[src/rtl/assert_macros.svh]
// Assertion macros used by the allocator RTL.
`ifndef ASSERT_MACROS_SVH
`define ASSERT_MACROS_SVH

// Property checked on every rising edge while out of reset.
`define ASSERT_CLKD(lbl, clk, rst_n, prop) \
    lbl: assert property (@(posedge clk) disable iff (!rst_n) (prop)) \
        else $error("assertion failed");

// Implication: antecedent in one cycle, consequent in the next.
`define ASSERT_NEXT(lbl, clk, rst_n, ante, cons) \
    lbl: assert property (@(posedge clk) disable iff (!rst_n) (ante) |=> (cons)) \
        else $error("assertion failed");

`endif

[src/rtl/csa_pkg.sv]
// Package of the contiguous segment allocator: item types and codes.
`default_nettype none
package csa_pkg;
    localparam int TABLE_ENTRIES_DEF = 16;
    localparam int ADDR_BITS_DEF     = 16;
    localparam logic [15:0] MEM_SIZE_RESET = 16'hFFFF;

    localparam logic CMD_ALLOC   = 1'b0;
    localparam logic CMD_RELEASE = 1'b1;

    localparam logic [1:0] POL_FIRST = 2'd0;
    localparam logic [1:0] POL_BEST  = 2'd1;
    localparam logic [1:0] POL_WORST = 2'd2;
    localparam logic [1:0] POL_NEXT  = 2'd3;

    localparam logic [1:0] ST_OK        = 2'd0;
    localparam logic [1:0] ST_NO_FIT    = 2'd1;
    localparam logic [1:0] ST_FULL      = 2'd2;
    localparam logic [1:0] ST_NOT_FOUND = 2'd3;

    localparam logic REG_FIT_POLICY  = 1'b0;
    localparam logic REG_MEMORY_SIZE = 1'b1;

    typedef struct packed {
        logic        command;
        logic [15:0] alloc_len;
        logic [7:0]  owner_id;
        logic [15:0] scan_origin;
        logic [15:0] block_start;
    } t_in_item;

    typedef struct packed {
        logic [15:0] seg_start;
        logic [15:0] seg_end;
        logic [15:0] seg_size;
        logic [7:0]  seg_owner;
        logic [1:0]  status;
    } t_out_item;
endpackage
`default_nettype wire

[src/rtl/contiguous_segment_allocator_unit.sv]
// Top level of the contiguous segment allocator: table, sequencer and result register.
//
//  channel | direction | handshake          | payload
//  in      | input     | i_in_valid/o_in_ready   | t_in_item
//  out     | output    | o_out_valid/i_out_ready | t_out_item
//  cfg     | input     | i_cfg_we (no wait)      | i_cfg_index, i_cfg_wdata
//
// One item at a time. The sequencer reads one table entry per cycle through a
// single read port: a scan of up to N entries (next fit adds a locate scan of
// up to N), then the insert or merge shifts move entries one by one (N = entries).
// Synchronous active-low reset gives one free segment of 65535 and policy 0.
// A result waits in the output register while the output side stalls.
`default_nettype none
`include "assert_macros.svh"
module contiguous_segment_allocator_unit #(
    parameter int TABLE_ENTRIES = csa_pkg::TABLE_ENTRIES_DEF,
    parameter int ADDR_BITS     = csa_pkg::ADDR_BITS_DEF
) (
    input  wire                 i_clk,
    input  wire                 i_rst_n,
    input  wire                 i_in_valid,
    output logic                o_in_ready,
    input  csa_pkg::t_in_item   i_in_item,
    output logic                o_out_valid,
    input  wire                 i_out_ready,
    output csa_pkg::t_out_item  o_out_item,
    input  wire                 i_cfg_we,
    input  wire                 i_cfg_index,
    input  wire  [15:0]         i_cfg_wdata
);
    import csa_pkg::*;

    localparam int IW = (TABLE_ENTRIES > 1) ? $clog2(TABLE_ENTRIES) : 1;
    localparam int CW = $clog2(TABLE_ENTRIES + 1);
    localparam int EW = (ADDR_BITS > 16) ? ADDR_BITS : 16;
    localparam logic [CW-1:0] FULL_COUNT = CW'(TABLE_ENTRIES);

    typedef struct packed {
        logic [ADDR_BITS-1:0] lo;
        logic [ADDR_BITS-1:0] hi;
        logic [ADDR_BITS-1:0] size;
        logic [7:0]           owner;
    } t_entry;

    typedef enum logic [3:0] {
        S_IDLE, S_LOCATE, S_SCAN, S_DECIDE, S_SHIFT_UP, S_WR_GOT,
        S_FIND, S_PREV, S_NEXT, S_SHIFT_DN, S_DONE
    } t_state;

    t_entry    r_tab [TABLE_ENTRIES];
    t_state    r_state;
    logic [CW-1:0] r_count, r_j, r_k, r_idx, r_pick;
    logic [1:0]    r_policy;
    t_in_item      r_in;
    t_entry        r_cur;
    logic          r_found, r_after_prev;
    t_out_item     r_res;

    logic [CW-1:0] rd_addr;
    t_entry        rd;
    logic [EW-1:0] req_e;
    logic [ADDR_BITS-1:0] req_a;
    logic [ADDR_BITS-1:0] init_sz;
    logic          fit, better;
    logic [CW-1:0] j_next;
    logic          wr_en;
    logic [CW-1:0] wr_addr;
    t_entry        wr_data;
    t_entry        got, rem, merged_prev, merged_next;
    logic [EW-1:0] sz_e;

    // Single read port, address chosen by state
    always_comb begin
        unique case (r_state)
            S_PREV:     rd_addr = r_idx - CW'(1);
            S_NEXT:     rd_addr = r_idx + CW'(1);
            S_SHIFT_UP: rd_addr = r_j - CW'(1);
            S_SHIFT_DN: rd_addr = r_j + CW'(1);
            default:    rd_addr = r_j;
        endcase
    end
    assign rd = r_tab[rd_addr[IW-1:0]];

    // Request in table width; config size masked to table width
    assign req_e   = EW'(r_in.alloc_len);
    assign req_a   = req_e[ADDR_BITS-1:0];
    assign sz_e    = EW'(i_cfg_wdata);
    assign init_sz = sz_e[ADDR_BITS-1:0];

    assign fit = (rd.owner == 8'd0) && (EW'(rd.size) >= req_e);
    assign better = !r_found ||
                    ((r_policy == POL_BEST)  && (rd.size < r_cur.size)) ||
                    ((r_policy == POL_WORST) && (rd.size > r_cur.size));
    assign j_next = (r_j + CW'(1) == r_count) ? '0 : r_j + CW'(1);

    // Allocated part and free remainder of the chosen segment
    assign got = '{lo: r_cur.lo, hi: r_cur.lo + req_a - ADDR_BITS'(1),
                   size: req_a, owner: r_in.owner_id};
    assign rem = '{lo: r_cur.lo + req_a, hi: r_cur.hi,
                   size: r_cur.size - req_a, owner: 8'd0};
    assign merged_prev = '{lo: rd.lo, hi: r_cur.hi,
                           size: rd.size + r_cur.size, owner: 8'd0};
    assign merged_next = '{lo: r_cur.lo, hi: rd.hi,
                           size: r_cur.size + rd.size, owner: 8'd0};

    // Single table write port
    always_comb begin
        wr_en   = 1'b0;
        wr_addr = r_j;
        wr_data = rd;
        unique case (r_state)
            S_FIND: begin
                wr_en   = (r_j != r_count) && (EW'(rd.lo) == EW'(r_in.block_start));
                wr_addr = r_j;
                wr_data = '{lo: rd.lo, hi: rd.hi, size: rd.size, owner: 8'd0};
            end
            S_PREV: begin
                wr_en   = (r_idx != '0) && (rd.owner == 8'd0);
                wr_addr = r_idx - CW'(1);
                wr_data = merged_prev;
            end
            S_NEXT: begin
                wr_en   = (r_idx + CW'(1) < r_count) && (rd.owner == 8'd0);
                wr_addr = r_idx;
                wr_data = merged_next;
            end
            S_SHIFT_DN: begin
                wr_en   = (r_j + CW'(1) < r_count);
                wr_addr = r_j;
                wr_data = rd;
            end
            S_SHIFT_UP: begin
                wr_en   = 1'b1;
                if (r_j > r_pick) begin
                    wr_addr = r_j;
                    wr_data = rd;
                end else begin
                    wr_addr = r_pick + CW'(1);
                    wr_data = rem;
                end
            end
            S_WR_GOT: begin
                wr_en   = 1'b1;
                wr_addr = r_pick;
                wr_data = got;
            end
            default: wr_en = 1'b0;
        endcase
    end

    // Table storage; a memory_size write re-initializes entry 0
    always_ff @(posedge i_clk) begin
        if (!i_rst_n) begin
            r_tab[0] <= '{lo: '0, hi: ADDR_BITS'(MEM_SIZE_RESET) - ADDR_BITS'(1),
                          size: ADDR_BITS'(MEM_SIZE_RESET), owner: 8'd0};
        end else if (i_cfg_we && i_cfg_index == REG_MEMORY_SIZE) begin
            r_tab[0] <= '{lo: '0, hi: init_sz - ADDR_BITS'(1), size: init_sz, owner: 8'd0};
        end else if (wr_en) begin
            r_tab[wr_addr[IW-1:0]] <= wr_data;
        end
    end

    // Sequencer
    always_ff @(posedge i_clk) begin
        if (!i_rst_n) begin
            r_state  <= S_IDLE;
            r_count  <= CW'(1);
            r_policy <= POL_FIRST;
        end else begin
            if (i_cfg_we) begin
                if (i_cfg_index == REG_FIT_POLICY) begin
                    r_policy <= i_cfg_wdata[1:0];
                end else begin
                    r_count <= (init_sz == '0) ? '0 : CW'(1);
                end
            end
            unique case (r_state)
                S_IDLE: begin
                    if (i_in_valid) begin
                        r_in    <= i_in_item;
                        r_j     <= '0;
                        r_k     <= '0;
                        r_found <= 1'b0;
                        r_res   <= '0;
                        if (i_in_item.command == CMD_RELEASE) begin
                            r_state <= S_FIND;
                        end else if (i_in_item.alloc_len == '0 ||
                                     i_in_item.owner_id == '0 || r_count == '0) begin
                            r_res.status <= ST_NO_FIT;
                            r_state      <= S_DONE;
                        end else if (r_policy == POL_NEXT) begin
                            r_state <= S_LOCATE;
                        end else begin
                            r_state <= S_SCAN;
                        end
                    end
                end
                S_LOCATE: begin
                    if (r_j == r_count) begin
                        r_j     <= '0;
                        r_state <= S_SCAN;
                    end else if (EW'(rd.lo) <= EW'(r_in.scan_origin) &&
                                 EW'(rd.hi) >= EW'(r_in.scan_origin)) begin
                        r_state <= S_SCAN;
                    end else begin
                        r_j <= r_j + CW'(1);
                    end
                end
                S_SCAN: begin
                    if (r_k == r_count) begin
                        r_state <= S_DECIDE;
                    end else begin
                        if (fit && better) begin
                            r_found <= 1'b1;
                            r_pick  <= r_j;
                            r_cur   <= rd;
                        end
                        if (fit && (r_policy == POL_FIRST || r_policy == POL_NEXT)) begin
                            r_state <= S_DECIDE;
                        end
                        r_k <= r_k + CW'(1);
                        r_j <= j_next;
                    end
                end
                S_DECIDE: begin
                    if (!r_found) begin
                        r_res.status <= ST_NO_FIT;
                        r_state      <= S_DONE;
                    end else if (r_cur.size != req_a) begin
                        if (r_count >= FULL_COUNT) begin
                            r_res.status <= ST_FULL;
                            r_state      <= S_DONE;
                        end else begin
                            r_j     <= r_count;
                            r_state <= S_SHIFT_UP;
                        end
                    end else begin
                        r_state <= S_WR_GOT;
                    end
                end
                S_SHIFT_UP: begin
                    if (r_j > r_pick) begin
                        r_j <= r_j - CW'(1);
                    end else begin
                        r_count <= r_count + CW'(1);
                        r_state <= S_WR_GOT;
                    end
                end
                S_WR_GOT: begin
                    r_res.seg_start <= 16'(EW'(got.lo));
                    r_res.seg_end   <= 16'(EW'(got.hi));
                    r_res.seg_size  <= 16'(EW'(got.size));
                    r_res.seg_owner <= got.owner;
                    r_res.status    <= ST_OK;
                    r_state         <= S_DONE;
                end
                S_FIND: begin
                    if (r_j == r_count) begin
                        r_res.status <= ST_NOT_FOUND;
                        r_state      <= S_DONE;
                    end else if (EW'(rd.lo) == EW'(r_in.block_start)) begin
                        r_idx   <= r_j;
                        r_cur   <= '{lo: rd.lo, hi: rd.hi, size: rd.size, owner: 8'd0};
                        r_state <= S_PREV;
                    end else begin
                        r_j <= r_j + CW'(1);
                    end
                end
                S_PREV: begin
                    if (r_idx != '0 && rd.owner == 8'd0) begin
                        r_cur        <= merged_prev;
                        r_j          <= r_idx;
                        r_idx        <= r_idx - CW'(1);
                        r_after_prev <= 1'b1;
                        r_state      <= S_SHIFT_DN;
                    end else begin
                        r_state <= S_NEXT;
                    end
                end
                S_NEXT: begin
                    if (r_idx + CW'(1) < r_count && rd.owner == 8'd0) begin
                        r_cur        <= merged_next;
                        r_j          <= r_idx + CW'(1);
                        r_after_prev <= 1'b0;
                        r_state      <= S_SHIFT_DN;
                    end else begin
                        r_state <= S_DONE;
                    end
                end
                S_SHIFT_DN: begin
                    if (r_j + CW'(1) < r_count) begin
                        r_j <= r_j + CW'(1);
                    end else begin
                        r_count <= r_count - CW'(1);
                        r_state <= r_after_prev ? S_NEXT : S_DONE;
                    end
                end
                S_DONE: begin
                    if (i_out_ready) begin
                        r_state <= S_IDLE;
                    end
                end
                default: r_state <= S_IDLE;
            endcase
        end
    end

    assign o_in_ready  = (r_state == S_IDLE);
    assign o_out_valid = (r_state == S_DONE);
    assign o_out_item  = r_res;

    // Checks
    `ASSERT_CLKD(a_one_item, i_clk, i_rst_n, !(o_in_ready && o_out_valid))
    `ASSERT_CLKD(a_count_bound, i_clk, i_rst_n, r_count <= FULL_COUNT)
    `ASSERT_NEXT(a_busy_after_accept, i_clk, i_rst_n, i_in_valid && o_in_ready, !o_in_ready)
    `ASSERT_NEXT(a_ready_after_result, i_clk, i_rst_n, o_out_valid && i_out_ready, o_in_ready)
endmodule
`default_nettype wire
[config.mk]
export PLATFORM = sky130hd
export DESIGN_NAME = contiguous_segment_allocator_unit
export DESIGN_NICKNAME = d
export VERILOG_FILES = /design/src/rtl/csa_pkg.sv /design/src/rtl/contiguous_segment_allocator_unit.sv
export VERILOG_INCLUDE_DIRS = /design/src /design/src/rtl
export SDC_FILE = /design/constraint.sdc
export NUM_CORES = 2
export LEC_CHECK = 0
export CORE_AREA = 5 5 309 342
export CTS_BUF_LIST = sky130_fd_sc_hd__clkbuf_4
export CTS_CLUSTER_DIAMETER = 100
export CTS_CLUSTER_SIZE = 12
export DETAILED_ROUTE_END_ITERATION = 7
export DIE_AREA = 0 0 314 347
export DONT_BUFFER_PORTS = 1
export GPL_ROUTABILITY_DRIVEN = 0
export PLACE_DENSITY = 0.66
export SLEW_MARGIN = 20
export SYNTH_ARGS = -nofsm -noshare
export SYNTH_HDL_FRONTEND = slang
export SYNTH_SLANG_ARGS = --single-unit
[constraint.sdc]
create_clock -name i_clk -period 11.7 [get_ports i_clk]
set_clock_uncertainty 0.15 [all_clocks]
set_input_delay 0.585 -clock i_clk [delete_from_list [all_inputs] [get_ports i_clk]]
set_output_delay 0.585 -clock i_clk [all_outputs]
set_load 0.01 [all_outputs]
==> parameters.txt <==
Parameter                              Value

Routing
  DRC viols    0
  Routed length per instance    26.1 um
  Wire length after detailed routing    147,000 um
  Number of detailed-routing iterations run before antenna repair    8
  Via density per instance    6.17
  Detailed router's first-iteration violation count    4,490
  Antenna viol nets, final    0
  Total number of vias    34,671

Setup path
  Critical Setup Path Class    reg2reg
  Worst path slowest cell    dfxtp_1
  Kind of capture point of the worst setup path    flip-flop
  Critical Path AT    9650 ps
  Critical-path cell list    or4b_1, nand4_2, nand3_4, buf_4, nand2_1, nand3_1, a21oi_1, a21oi_1, o21ai_0, inv_1, ha_1, nor2b_1, o21bai_1, a21oi_1, o21ai_0, a2111o_1, a31oi_1, a221o_1, a2111oi_0, a31oi_1, o221ai_1, a21o_1, o22a_1
  Critical path launch point type    flip-flop
  CP peak stage delay    900 ps
  Number of cells on the worst reg-to-reg path    23
  Required time at the endpoint of the critical path    12,240 ps
  Critical path's top delay family    compound AO/OA/AOI/OAI gates
  Crit path buffers/inverters    2
  Critical Path Stages    23
  Maximum fanout along the worst path    70
  Most common cell on crit path    a21oi_1

CTS
  CTS buffer count    100
  Clock insertion delay at the later pin of the skew report    1060 ps
  Total setup buffers inserted after CTS    0
  Clock slew seen by the registers of the worst setup and hold paths    140 ps
  Clk Tree Root Cell    clkbuf_4
  Total of cells resized after clock tree synthesis    0
  Number of buffers on the longest clock path    3
  H-tree levels    3
  Count of hold buffers inserted by post-cts repair    121
  CTS tree    yes
  Clock sink count    1,091

Pwr
  Leakage dissipation    0.0194 uW
  Peak ir drop on the vdd network    0.302 mV
  Power per standard cell area    283 nW/um^2
  Post-layout power    15,300 uW

STA
  Tmin final    9110 ps
  Max frequency    0.110 GHz
  Final-report hold violation count    0
  Max transition margin    0.212
  Measured slew at the worst slew-check pin    1170 ps
  Post-route clock period utilization    0.779
  Worst hold margin    73.1 ps
  Setup repair after global routing missed its margin    no
  Setup TNS    0 ps
  Final setup vio count    0
  Max-slew violation count    0

Job
  Max cap viols    0

Yosys
  Number of distinct library cells after synthesis    92
  Dominant register cell in the synthesized netlist    edfxtp_1
  Post-synth EDFFs    1,080
  Cell area after technology mapping    50,400 um^2
  Largest area contributor in the netlist    edfxtp_1
  Average footprint of a synthesized cell    12.0 um^2
  Synthesis-stage register bit count    1,091
  Sequential cell area fraction in the yosys report    0.648
  Synthesis warning total    0
  Fraction of synthesis flops using an asynchronous set or reset pin    0
  Ranking of synthesized cells by area    edfxtp_1 (64%), nand2_1 (6.2%), a21oi_1 (3.7%)
  Share of the synthesized area in the top cell type    0.643
  Mapped Cells    4,211
  Net Count, Synth    4,431

GRT
  First-pass GRT wire length    215,000 um
  GRT Total Usage    0.261
  Via count of the first global-routing pass    33,140
  Number of antenna violations at the first check in global routing    5
  Overflow left after global routing    0
  Pin count of the biggest net entering global routing    149

Final layout
  Post-layout utilization of the core    0.533
  Number of nets in the final layout    4,494
  Layout cells sized above 1    0.0685
  Area overhead of the layout relative to synthesis    7.34%

Worst hold path
  Number of cells traversed by the worst hold path    1
  Tightest Hold Check Type    in2reg

Die
  Core region area    102,000 um^2
  Count of boundary I/O pins    139
  Vertical extent of the die    347 um
  Die Span X    314 um
  Die Footprint    109,000 um^2
  Initial Utilization    0.496
  Total number of placement rows    123

Outcome
  Outcome    finished, final reports clean

Place
  DP HPWL    90,500 um
  Count of input and output buffers    0
path summary, 6_finish.rpt:
check | startpoint | to | slack (ps)
worst min-delay path | i_cfg_wdata[9] | r_tab[15][17] | 70
worst max register to register | r_state[2] | r_tab[12][23] | 2590
worst min register to register | got[5] | o_out_item[7] | 450
worst max-delay path | r_state[2] | r_tab[12][23] | 2590
synth_stat cells, drive strengths merged, types with 25 or more instances:
cell,instances
a21o,29
inv,149
xnor2,52
and2,45
buf,120
edfxtp,1080
nand2,828
o21ai,116
nand3,209
ha,138
nor2,184
a21oi,375
o211ai,60
nor3,46
mux2i,90
a211oi,38
clkbuf,129
nand4,32
xor2,47
a22o,25
worst register-to-register path, cell delays in order, from the launching register on:
cell,delay (ps)
dfxtp_1,900
or4b_1,820
nand4_2,650
nand3_4,880
buf_4,630
nand2_1,110
nand3_1,70
a21oi_1,200
a21oi_1,60
o21ai_0,690
inv_1,260
ha_1,400
nor2b_1,60
o21bai_1,210
a21oi_1,130
o21ai_0,320
a2111o_1,220
a31oi_1,120
a221o_1,380
a2111oi_0,530
a31oi_1,110
o221ai_1,200
a21o_1,120
o22a_1,550
layout by cell type (no fill, tap or decap), types with 90 or more instances in the layout:
cell type,n
nand2_1,828
inv_1,149
nor2_1,177
a21oi_1,374
o21ai_0,111
clkbuf_4,132
dlygate4sd3_1,121
nand3_1,208
ha_1,138
edfxtp_1,1080
mux2i_1,90
cell families after synthesis:
logic type	synth area share
flops	0.648
xor+xnor	0.0172
compound gates	0.114
fa+ha+maj	0.0354
buf+inv	0.0326
simple gates	0.132
mux	0.0212
metrics by stage:
stage / setup WS (ps) / cells / cell area (um^2)
2_1_floorplan: 370 / 4211 / 50400
3_3_place_gp: 2970 / 5363 / 51900
3_5_place_dp: 3100 / 5363 / 51900
4_1_cts: 3020 / 5618 / 54100
5_1_grt: 2370 / 5622 / 54100
6_report: 2590 / 5622 / 54100
flip-flops by register name (all words and copies together), names as in the netlist:
signal        count
r_in             32
r_j               5
r_policy          2
r_found           1
r_count           5
merged_prev      16
r_k               5
r_state           4
o_out_item       58
got              24
r_tab           896
r_idx             5
r_after_prev      1
req_a            16
r_pick            5
r_cur            16
routing by layer:
layer	track usage	part of all wire	wire length (um)	vias to the layer above
li1	-	-	-	15651
met1	0.365	0.40	59000	17058
met2	0.404	0.45	66800	1663
met3	0.0583	0.10	15100	295
met4	0.0975	0.040	5940	4
met5	0	0.00022	32	-
power breakdown:
group	internal (uW)	switching, uW
Combinational	2910	5930
Sequential	4570	193
Clock	509	1200
cell type report:
| type | count | area [um^2] |
|---|---|---|
| antenna | 4 | 10.0 |
| clock buffer | 132 | 991 |
| clock inverter | 2 | 7.51 |
| fill | 8513 | 47500 |
| inverter | 150 | 563 |
| multi-input combinational | 2721 | 16300 |
| sequential | 1091 | 32700 |
| tap | 1312 | 1640 |
| timing repair buffer | 210 | 1930 |
Power figures use the tool's default switching activity.
